`config.mk`:
```
export PLATFORM = sky130hd
export DESIGN_NAME = sm4g_ghash
export DESIGN_NICKNAME = d
export VERILOG_FILES = /design/src/rtl/sm4_gcm_encrypt_core_defines.svh /design/src/rtl/sm4g_pkg.sv /design/src/rtl/sm4g_ghash.sv
export SDC_FILE = /design/constraint.sdc
export NUM_CORES = 1
export LEC_CHECK = 0
export BUFFER_PORTS_ARGS = -buffer_cell sky130_fd_sc_hd__buf_2
export CORE_ASPECT_RATIO = 0.5
export CORE_MARGIN = 2
export CORE_UTILIZATION = 45
export CTS_CLUSTER_DIAMETER = 80
export CTS_CLUSTER_SIZE = 12
export DETAILED_ROUTE_END_ITERATION = 10
export PLACE_DENSITY_LB_ADDON = 0.25
export SLEW_MARGIN = 15
export SYNTH_ARGS = -nofsm -noshare
export SYNTH_HDL_FRONTEND = slang
export SYNTH_SLANG_ARGS = --single-unit
```
`constraint.sdc`:
```
create_clock -name clk_i -period 6.6 [get_ports clk_i]
set_input_delay 1.32 -clock clk_i [delete_from_list [all_inputs] [get_ports clk_i]]
set_output_delay 1.32 -clock clk_i [all_outputs]
set_load 0.05 [all_outputs]
```
`src/rtl/sm4_gcm_encrypt_core_defines.svh`:
```
// assertion macros used by the core rtl file
`ifndef SM4_GCM_ENCRYPT_CORE_DEFINES_SVH
`define SM4_GCM_ENCRYPT_CORE_DEFINES_SVH

// same-cycle implication, clocked on clk_i, off during reset
`define SM4G_ASSERT_NOW(lbl, ante, cons) \
  lbl: assert property (@(posedge clk_i) disable iff (!rst_ni) (ante) |-> (cons)) \
    else $error("sm4g assertion failed");

// next-cycle implication
`define SM4G_ASSERT_NEXT(lbl, ante, cons) \
  lbl: assert property (@(posedge clk_i) disable iff (!rst_ni) (ante) |=> (cons)) \
    else $error("sm4g assertion failed");

`endif

```
`src/rtl/sm4g_pkg.sv`:
```
`default_nettype none
package sm4g_pkg;

  typedef enum logic [2:0] {
    ST_IDLE, ST_KEXP, ST_EPRE, ST_ENC, ST_GHASH, ST_OUT
  } state_e;

  typedef enum logic [1:0] {
    REQ_START  = 2'd0,
    REQ_AAD    = 2'd1,
    REQ_TEXT   = 2'd2,
    REQ_FINISH = 2'd3
  } req_e;

  typedef enum logic [1:0] {
    CFG_KEY_HIGH   = 2'd0,
    CFG_KEY_LOW    = 2'd1,
    CFG_NONCE_HIGH = 2'd2,
    CFG_NONCE_LOW  = 2'd3
  } cfg_e;

  typedef struct packed {
    logic         start;
    logic [127:0] x;
  } ghash_req_t;

  typedef struct packed {
    logic         done;
    logic [127:0] z;
  } ghash_rsp_t;

  localparam logic [127:0] FK = 128'ha3b1bac6_56aa3350_677d9197_b27022dc;
  localparam logic [7:0]   GF_POLY = 8'he1;
  localparam int           ROUNDS = 32;
  localparam int           RND_W = $clog2(ROUNDS);
  localparam int           GH_STEPS = 4;
  localparam int           GH_CNT_W = $clog2(128 / GH_STEPS);

  localparam logic [7:0] SBOX [256] = '{
    8'hd6,8'h90,8'he9,8'hfe,8'hcc,8'he1,8'h3d,8'hb7,8'h16,8'hb6,8'h14,8'hc2,8'h28,8'hfb,8'h2c,8'h05,
    8'h2b,8'h67,8'h9a,8'h76,8'h2a,8'hbe,8'h04,8'hc3,8'haa,8'h44,8'h13,8'h26,8'h49,8'h86,8'h06,8'h99,
    8'h9c,8'h42,8'h50,8'hf4,8'h91,8'hef,8'h98,8'h7a,8'h33,8'h54,8'h0b,8'h43,8'hed,8'hcf,8'hac,8'h62,
    8'he4,8'hb3,8'h1c,8'ha9,8'hc9,8'h08,8'he8,8'h95,8'h80,8'hdf,8'h94,8'hfa,8'h75,8'h8f,8'h3f,8'ha6,
    8'h47,8'h07,8'ha7,8'hfc,8'hf3,8'h73,8'h17,8'hba,8'h83,8'h59,8'h3c,8'h19,8'he6,8'h85,8'h4f,8'ha8,
    8'h68,8'h6b,8'h81,8'hb2,8'h71,8'h64,8'hda,8'h8b,8'hf8,8'heb,8'h0f,8'h4b,8'h70,8'h56,8'h9d,8'h35,
    8'h1e,8'h24,8'h0e,8'h5e,8'h63,8'h58,8'hd1,8'ha2,8'h25,8'h22,8'h7c,8'h3b,8'h01,8'h21,8'h78,8'h87,
    8'hd4,8'h00,8'h46,8'h57,8'h9f,8'hd3,8'h27,8'h52,8'h4c,8'h36,8'h02,8'he7,8'ha0,8'hc4,8'hc8,8'h9e,
    8'hea,8'hbf,8'h8a,8'hd2,8'h40,8'hc7,8'h38,8'hb5,8'ha3,8'hf7,8'hf2,8'hce,8'hf9,8'h61,8'h15,8'ha1,
    8'he0,8'hae,8'h5d,8'ha4,8'h9b,8'h34,8'h1a,8'h55,8'had,8'h93,8'h32,8'h30,8'hf5,8'h8c,8'hb1,8'he3,
    8'h1d,8'hf6,8'he2,8'h2e,8'h82,8'h66,8'hca,8'h60,8'hc0,8'h29,8'h23,8'hab,8'h0d,8'h53,8'h4e,8'h6f,
    8'hd5,8'hdb,8'h37,8'h45,8'hde,8'hfd,8'h8e,8'h2f,8'h03,8'hff,8'h6a,8'h72,8'h6d,8'h6c,8'h5b,8'h51,
    8'h8d,8'h1b,8'haf,8'h92,8'hbb,8'hdd,8'hbc,8'h7f,8'h11,8'hd9,8'h5c,8'h41,8'h1f,8'h10,8'h5a,8'hd8,
    8'h0a,8'hc1,8'h31,8'h88,8'ha5,8'hcd,8'h7b,8'hbd,8'h2d,8'h74,8'hd0,8'h12,8'hb8,8'he5,8'hb4,8'hb0,
    8'h89,8'h69,8'h97,8'h4a,8'h0c,8'h96,8'h77,8'h7e,8'h65,8'hb9,8'hf1,8'h09,8'hc5,8'h6e,8'hc6,8'h84,
    8'h18,8'hf0,8'h7d,8'hec,8'h3a,8'hdc,8'h4d,8'h20,8'h79,8'hee,8'h5f,8'h3e,8'hd7,8'hcb,8'h39,8'h48
  };

  function automatic logic [31:0] tau(input logic [31:0] x);
    return {SBOX[x[31:24]], SBOX[x[23:16]], SBOX[x[15:8]], SBOX[x[7:0]]};
  endfunction

  function automatic logic [31:0] rotl(input logic [31:0] x, input int s);
    return (x << s) | (x >> (32 - s));
  endfunction

  // linear layer of the data rounds
  function automatic logic [31:0] l_enc(input logic [31:0] b);
    return b ^ rotl(b, 2) ^ rotl(b, 10) ^ rotl(b, 18) ^ rotl(b, 24);
  endfunction

  // linear layer of the key schedule
  function automatic logic [31:0] l_key(input logic [31:0] b);
    return b ^ rotl(b, 13) ^ rotl(b, 23);
  endfunction

  // byte j of word i is (4i+j)*7 mod 256
  function automatic logic [31:0] ck_word(input logic [RND_W-1:0] i);
    logic [31:0] w;
    logic [7:0]  idx;
    w = '0;
    for (int j = 0; j < 4; j++) begin
      idx = {1'b0, i, 2'(j)};
      w[31 - 8*j -: 8] = 8'(idx * 8'd7);
    end
    return w;
  endfunction

  function automatic logic [4:0] norm_bytes(input logic [4:0] nb);
    return (nb == 5'd0 || nb > 5'd16) ? 5'd16 : nb;
  endfunction

  function automatic logic [127:0] byte_mask(input logic [4:0] nb);
    logic [127:0] m;
    m = '0;
    for (int k = 0; k < 16; k++) begin
      m[127 - 8*k -: 8] = (5'(k) < nb) ? 8'hff : 8'h00;
    end
    return m;
  endfunction

endpackage
`default_nettype wire

```
`src/rtl/sm4g_ghash.sv`:
```
`default_nettype none
module sm4g_ghash (
  input  wire logic                   clk_i,
  input  wire logic                   rst_ni,
  input  wire sm4g_pkg::ghash_req_t   req_i,
  input  wire logic [127:0]           h_i,
  output sm4g_pkg::ghash_rsp_t        rsp_o
);
  import sm4g_pkg::*;

  logic                busy_q, busy_d;
  logic                done_q, done_d;
  logic [GH_CNT_W-1:0] cnt_q, cnt_d;
  logic [127:0]        z_q, z_d, v_q, v_d, x_q, x_d;

  // four multiply steps per cycle, msb of x first
  always_comb begin
    logic [127:0] z, v, x;
    logic         lsb;
    busy_d = busy_q;
    cnt_d  = cnt_q;
    done_d = 1'b0;
    lsb = 1'b0;
    z = z_q;
    v = v_q;
    x = x_q;
    if (req_i.start) begin
      busy_d = 1'b1;
      cnt_d  = '0;
      z = '0;
      v = h_i;
      x = req_i.x;
    end else if (busy_q) begin
      for (int s = 0; s < GH_STEPS; s++) begin
        if (x[127]) begin
          z = z ^ v;
        end
        lsb = v[0];
        v = v >> 1;
        if (lsb) begin
          v[127:120] = v[127:120] ^ GF_POLY;
        end
        x = x << 1;
      end
      cnt_d = cnt_q + 1'b1;
      if (cnt_q == '1) begin
        busy_d = 1'b0;
        done_d = 1'b1;
      end
    end
    z_d = z;
    v_d = v;
    x_d = x;
  end

  always_ff @(posedge clk_i or negedge rst_ni) begin
    if (!rst_ni) begin
      busy_q <= 1'b0;
      done_q <= 1'b0;
      cnt_q  <= '0;
    end else begin
      busy_q <= busy_d;
      done_q <= done_d;
      cnt_q  <= cnt_d;
    end
  end

  always_ff @(posedge clk_i) begin
    z_q <= z_d;
    v_q <= v_d;
    x_q <= x_d;
  end

  assign rsp_o.done = done_q;
  assign rsp_o.z    = z_q;
endmodule
`default_nettype wire

```
# Word level (Yosys, flattened, before mapping)
# Index checks and enable logic that the tools add are counted.
# W data, S select, Z words.
[word_totals]
regBits = 391
inputBits = 259
wordCells = 49
out_inout_bits = 129
[classes]
reduce_logical = 1
n_bitwise = 8
eq_ne = 1
addsub = 1
n_mux = 32
[ops]
columns = ["operator", "n"]
rows = [
  ["$mux W128", 14],
  ["$xor A128 B128 Y128", 4],
  ["$mux W8", 10],
  ["$not A3 Y4", 4],
  ["$mux W5", 2],
  ["$mux W1", 6],
  ["$add A5 B1 Y5 const B", 1],
  ["$eq A5 B5 Y1 const B", 1],
  ["$reduce_bool A2 Y1", 1],
]

# Depth between registers and ports, before layout
# Gate-level depths: netlist of run 1.
[depth]
ltp_word = 16
ltp_mapped = 7
ltp_nobuf = 5

# Worst setup path before layout of run 1
# No wires, ideal clock.
[synth_path]
path_type = "input port to flip-flop"
startpoint = "input req_i[128] in the netlist's numbering"
endpoint = "register v_q[0], enable pin"
setup_slack_ns = -0.724
setup_time_ns = 0.608
required_ns = 5.992
stages = 4
arrival_time_ns = 6.716
path_buffers = 2
cell_sequence = "buf_2 buf_2 nor2_1 inv_1"
[synth_between]
elab_chain_cells = 1
[synth_rtl]
columns = ["element", "line", "rtl"]
rows = [
  ["start, declared", "sm4g_ghash.sv:5", "input wire sm4g_pkg::ghash_req_t req_i,"],
  ["$reduce_bool A2 Y1 (no source line)", "n/a", ""],
  ["end signal, assigned", "sm4g_ghash.sv:70", "v_q <= v_d;"],
  ["end, declared", "sm4g_ghash.sv:14", "logic [127:0] z_q, z_d, v_q, v_d, x_q, x_d;"],
]
# Every way passes these cells.
# A chain may end at the register's enable or synchronous reset.

# Worst setup path after layout of run 1
[layout_path]
startpoint = "input req_i[128] in the netlist's numbering"
endpoint = "register x_q[35], enable pin"
[layout_between]
elab_chain_cells = 1
[layout_rtl]
columns = ["element", "line", "rtl"]
rows = [
  ["$reduce_bool A2 Y1 (no source line)", "n/a", ""],
  ["end signal, assigned", "sm4g_ghash.sv:71", "x_q <= x_d;"],
  ["end, declared", "sm4g_ghash.sv:14", ""],
]
# Every way passes these cells.

==> results of run 1 <==
[layout make-up]
type                    instances  share of cell area
multi-input cells            1572               0.423
flip-flops and latches        391               0.416
inverters                       6             0.00125
repair buffers                401              0.0830
diodes                         10             0.00100
well taps                     638              0.0319
clock buffers                  65              0.0429
clock inverters                 2            0.000600
[how the worst min path moves through the flow]
stage,endpoint,slack [ns],cells after the start
after floorplan,cnt_q[4],0.49,2
after global placement,z_q[54],0.46,2
after detailed placement,z_q[2],0.47,2
after CTS,z_q[2],0.48,2
after global routing,z_q[11],0.50,2
final,z_q[88],0.48,2
[placed cells by master, fill, tap and decap left out, drive strengths merged, types with 7 or more instances in the layout]
cell type and n:
a21oi 126, dfxtp 128, nand2 508, clkbuf 65
xor2 10, inv 7, or3 123, diode 10
edfxtp 256, dfrtp 7, o21ai 125, mux2 249
nor2 13, buf 401, xnor2 376
[worst register-to-register path, cell delays in order, from the launching register on]
cell	delay [ns]
edfxtp_1	0.32
buf_4	0.56
buf_4	0.78
inv_1	0.20
o211a_1	0.28
a211o_1	0.22
a21oi_1	0.16
mux2_2	0.34
[metrics by stage]
stage                     hold WS, ns  setup slack [ns]
after floorplan                 0.493             0.447
after global placement          0.463              3.04
after detailed placement        0.472              3.02
after CTS                       0.482              3.58
after global routing            0.501              3.44
final                           0.479              3.56
[kinds of logic after synthesis]
kind of cell	share of synthesized area
and+or+nand+nor	0.129
AOI/OAI and AO/OA	0.0630
adders and majority gates	0.00115
xor gates and xnor gates	0.161
muxes	0.131
buffers and inverters	0.0365
DFF	0.478
[routing by layer]
| layer | routed length (um) | share of wire |
|---|---|---|
| met1 | 21400 | 0.41 |
| met2 | 26700 | 0.51 |
| met3 | 2300 | 0.044 |
| met4 | 1650 | 0.032 |
| met5 | 13 | 0.00025 |
[registers in the layout, summed over array words and instances, names as in the netlist]
register	flops
done_q	1
cnt_q	5
busy_q	1
z_q	128
x_q	128
v_q	128
[cells in the mapped netlist, types with 2 or more instances]
cell type	n
nand2_1	508
xnor2_1	376
edfxtp_1	256
mux2_2	249
dfxtp_1	128
a21oi_1	126
o21ai_0	125
or3_1	123
buf_2	45
clkbuf_1	44
buf_6	24
nor2_1	13
buf_1	10
buf_4	10
dfrtp_1	7
xor2_1	7
inv_1	6
mux2i_1	5
xnor3_1	5
and2_1	4
nand2b_1	3
xor2_2	3
a21o_1	2
a22o_1	2
a31o_2	2
and3_1	2
ha_1	2
nor3_1	2
o21bai_1	2
[power by group through the flow]
stage	clock network, uW	registers (uW)	logic (uW)
floorplan	0	4310	1640
global placement	0	3460	3100
finish	2060	3420	3150
detailed placement	0	3470	3160
global route	2230	3490	3400
CTS	2130	3420	3170
==> summary.txt, run 1 <==
Status
  • Status: finished, final reports clean

Final layout
  • Reg area: 0.0104 mm^2
  • Final layout net count: 2671
  • Design area: approximately 0.025 mm^2
  • Final core utilization: 0.529
  • Fin cells: ~3000
  • Footprint of the multi-input gates: 0.0106 mm^2
  • Layout fillers: 4281
  • Layout cells sized above 1: 0.286
  • Area grow syn2layout: 14.8%

Yosys
  • Syn Area/Cell: around 10 um^2
  • Post-Syn Nets: 2363
  • Post-Syn Area: 0.0218 mm^2
  • Synth area leader: edfxtp_1
  • Ranking of synthesized cells by area: edfxtp_1 (35%), xnor2_1 (15%), mux2_2 (13%)
  • Syn Inst Count: 2102
  • Post-synthesis async set-or-reset flop share: 0.0179
  • Ys flop type: edfxtp_1
  • Sequential share of the synthesized area: 0.478
  • Synthesized flop and latch total: 391
  • Number of synthesized flops with an enable pin: approximately 260
  • Post-synth top area share: 0.352
  • Yosys cell types: 40
  • Yosys warns: 0

STA
  • Final Setup Violations: 0
  • Slew HR: 0.306
  • Peak Freq: ~330 MHz
  • Setup TNS: 0 ns
  • Final hold violation count: 0
  • RSZ-0062 raised after global routing: no
  • Slew Limit Fails: 0
  • Min Tclk post-route: 3.04 ns
  • Tcrit/Tclk final: 0.461
  • Layout Skew: 0.0129 ns
  • Worst-margin pin slew: 1.04 ns

Global route
  • Vias in the first global route: 15100
  • Total track usage: 0.200
  • Grt met3 use: 0.0382
  • Met1 Resource Use GR: 0.242
  • Global route overflow: 0
  • M2 GR Usage: 0.356
  • First-pass GRT wire length: 81.3 mm
  • Initial antenna violation count: 12
  • GRT Max-Usage Layer: met2
  • Pin count of the biggest net entering global routing: between 150 and 200

Power and ir drop
  • Clock network power share: 0.238
  • Static Leak: 0.0101 uW
  • Pint: around 5400 uW
  • Sw Ratio: 0.375
  • Total power: between 8000 and 9000 uW
  • PwrDens: 344 mW/mm^2
  • Gate power share: 0.365
  • Psw: 3230 uW
  • VDD IR max: 170 uV
  • Flop pwr share: 0.397

Critical path
  • Worst reg2reg setup slack: 3.64 ns
  • CP endpoint: x_q[35]
  • Critical R2R Capture: z_q[120]
  • WP data required: 6.75 ns
  • Crit path max-delay family: buffers and inverters
  • Crit path depth: 4
  • WS Path Type: primary input to register
  • Arr. time, crit path: 3.19 ns
  • Critical-path top delay cell: buf_4
  • Worst Setup SP: req_i[128]
  • CP cell instances: buf_8 > nor2_1 > clkinvlp_4 > buf_4
  • Startpoint Class: primary input
  • Worst Path Buf+Inv: 3
  • Crit path capture type: register
  • Crit-path max FO: 111
  • Worst r2r src: x_q[125]
  • Reg2reg path depth: 7
  • Largest stage delay on the critical path: 0.75 ns

Place
  • Placed cell area: 0.0239 mm^2
  • Buffers on Ports: ~390
  • RePlAce Congestion: around 0.81
  • Cells after DPL: roughly 3000
  • Dpl hpwl: 34.6 mm

Floorplan
  • Starting density of the core: 0.461
  • Die Y: about 160 um
  • Die X: 315 um
  • I/O pin count: 388
  • Core ar.: 0.0474 mm^2
  • Row count: 56
  • Die area: 0.0504 mm^2

Worst hold path
  • HP Class: register to register
  • HP Start: z_q[88]

Detailed routing
  • Vias post-DR: 15800
  • Initial DRT Pass Iterations: 5
  • Total Wirelength: 52.1 mm
  • Vias per cell: 5.14
  • Starting DRT DRC Count: 1056
  • Wire per inst: about 17 um
  • DRC viols: 0
  • Antenna-violating nets left: 0

CTS
  • Resized Gates After CTS: 0
  • Setup Buffers After CTS: 0
  • Num Clock Sinks: 391
  • H-tree levels: 2
  • Clock Tree Buf Depth: 3
  • CTS root buffer: clkbuf_16
  • Clock Pin Slew Worst Setup and Hold Paths: 0.06 ns
  • Clock Latency Late Sink: roughly 0.54 ns
  • CTS tree: done
  • CTS Buf Count: 38
  • Post-CTS Hold Fix Bufs: 0

Job
  • Total of max-cap violations: 0
Power figures use the tool's default switching activity.
==> run 2, diff against run 1 <==
==> constraint.sdc (replaced) <==
create_clock -name clk_i -period 3.2 [get_ports clk_i]
set_input_delay 0.64 -clock clk_i [delete_from_list [all_inputs] [get_ports clk_i]]
set_output_delay 0.64 -clock clk_i [all_outputs]
set_load 0.05 [all_outputs]
==> run 2 against run 1 <==
Combinational power increased by 110%. Sequential cell count unchanged. Critical path depth increased by 2. Register-to-register slack got worse by 2.6 ns. Design area increased by 1.2%. Routed wire length increased by 0.61%. Worst setup slack got worse by 2.5 ns. First-iteration DRC count increased by 3.8%. Clock-buffer cell count unchanged. Non-clock buffer count increased by 17. Critical endpoint is now z_q[119]. Highest routed layer unchanged.
==> summary.txt, run 2 (synthesis results as in run 1) <==
Status
  • Status: finished, final reports clean

CTS
  • H-tree levels: 2
  • Resized Gates After CTS: 0
  • CTS root buffer: clkbuf_16
  • Clock Tree Buf Depth: 3
  • CTS tree: done
  • Clock Pin Slew Worst Setup and Hold Paths: 0.07 ns
  • Clock Latency Late Sink: 0.57 ns
  • Num Clock Sinks: 391
  • Setup Buffers After CTS: 0
  • CTS Buf Count: 38

Detailed routing
  • Vias post-DR: 16000
  • Total Wirelength: 52.5 mm
  • Antenna-violating nets left: 0
  • Starting DRT DRC Count: roughly 1100
  • Initial DRT Pass Iterations: 6
  • DRC viols: 0
  • Wire per inst: 16.9 um
  • Vias per cell: slightly above 5

Global route
  • Total track usage: 0.203
  • Initial antenna violation count: 14
  • Vias in the first global route: between 15000 and 20000
  • Pin count of the biggest net entering global routing: 131
  • First-pass GRT wire length: 82.5 mm
  • Global route overflow: 0

STA
  • Layout Skew: 0.0250 ns
  • Slew HR: 0.523
  • Min Tclk post-route: roughly 2.1 ns
  • Final Setup Violations: 0
  • Tcrit/Tclk final: 0.668
  • Final hold violation count: 0
  • Slew Limit Fails: 0
  • Peak Freq: 468 MHz
  • Setup TNS: 0 ns
  • RSZ-0062 raised after global routing: no
  • Worst-margin pin slew: approximately 0.72 ns

Critical path
  • Reg2reg path depth: 6
  • WS Path Type: register to register
  • Startpoint Class: register
  • WP data required: approximately 3.7 ns
  • Crit-path max FO: 130
  • Crit path capture type: register
  • Arr. time, crit path: 2.62 ns

Power and ir drop
  • VDD IR max: 381 uV
  • Static Leak: 0.0102 uW
  • PwrDens: 706 mW/mm^2
  • Sw Ratio: 0.377
  • Gate power share: 0.364
  • Clock network power share: 0.240
  • Flop pwr share: 0.395
  • Total power: between 15000 and 20000 uW
  • Pint: about 11000 uW
  • Psw: a little under 7000 uW

Floorplan
  • Die area: about 0.050 mm^2
  • Row count: 56
  • Die X: 315 um
  • Core ar.: 0.0474 mm^2
  • I/O pin count: 388
  • Starting density of the core: 0.461
  • Die Y: 160 um

Final layout
  • Layout cells sized above 1: 0.292
  • Final layout net count: 2688
  • Area grow syn2layout: 16.1%
  • Most frequent cells in the layout: nand2_1 (508), buf_2 (386), xnor2_1 (376)
  • Regs by FF count: v_q (128), x_q (128), z_q (128)
  • Final core utilization: 0.535
  • Most common cell after layout, fill and taps aside: nand2_1

Place
  • Buffers on Ports: 387
  • RePlAce Congestion: 0.802
  • Dpl hpwl: 35.8 mm

Job
  • Total of max-cap violations: 0

Worst hold path
  • Worst hold path depth: 3
  • HP Class: primary input to register
[run 2: path summary, 6_finish.rpt]
kind,startpoint,endpoint,slack (ns)
worst min register to register,z_q[7],z_q[7],0.48
worst max-delay path,x_q[126],z_q[119],1.06
min in group asynchronous,rst_ni,cnt_q[3],0.47
worst min-delay path,h_i[124],v_q[124],0.36
worst max register to register,x_q[126],z_q[119],1.06
max in group asynchronous,rst_ni,busy_q,2.57
[run 2: layout make-up]
type                    count  area, um^2
fillers                  4319       22000
multi-input cells        1572       10600
flip-flops and latches    391       10400
repair buffers            418        2330
clock buffers              65        1050
well taps                 638         798
clock inverters             4        62.6
inverters                   6        31.3
diodes                     11        27.5
[run 2: per-stage QoR]
stage	setup slack, ns	instance area, um^2	cells	hold WS [ns]
2_1_floorplan	-2.03	21800	2102	0.344
3_3_place_gp	1.00	24200	3024	0.463
3_5_place_dp	0.971	24200	3024	0.472
4_1_cts	1.06	25300	3094	0.338
5_1_grt	0.884	25300	3104	0.342
6_report	1.06	25300	3105	0.362
[run 2: what timing repair did]
action                     in CTS  in global routing
hold endpoints to repair        7                  0
hold buffers                    1                  0
setup endpoints to repair       0                  0
[run 2: power groups by stage]
stage,Sequential [uW],Combinational [uW],Clock [uW]
3_3_place_gp,7140,6420,0
6_report,7070,6510,4300
4_1_cts,7070,6570,4420
5_1_grt,7210,7040,4640
2_1_floorplan,8880,3380,0
3_5_place_dp,7170,6550,0
[run 2: worst max-delay path: stages (launching register included)]
cell and delay [ns]:
edfxtp_1 0.38, buf_12 0.46, nand2_1 0.13, xnor2_1 0.23, xnor3_1 0.34, or3_1 0.31
a21oi_1 0.13
[run 2: per-layer routing]
layer,vias to the layer above,routed length [um],GRT usage
li1,7823,-,-
met1,7751,21500,0.247
met2,296,26900,0.360
met3,92,2480,0.0397
met4,4,1540,0.0681
met5,-,20,0
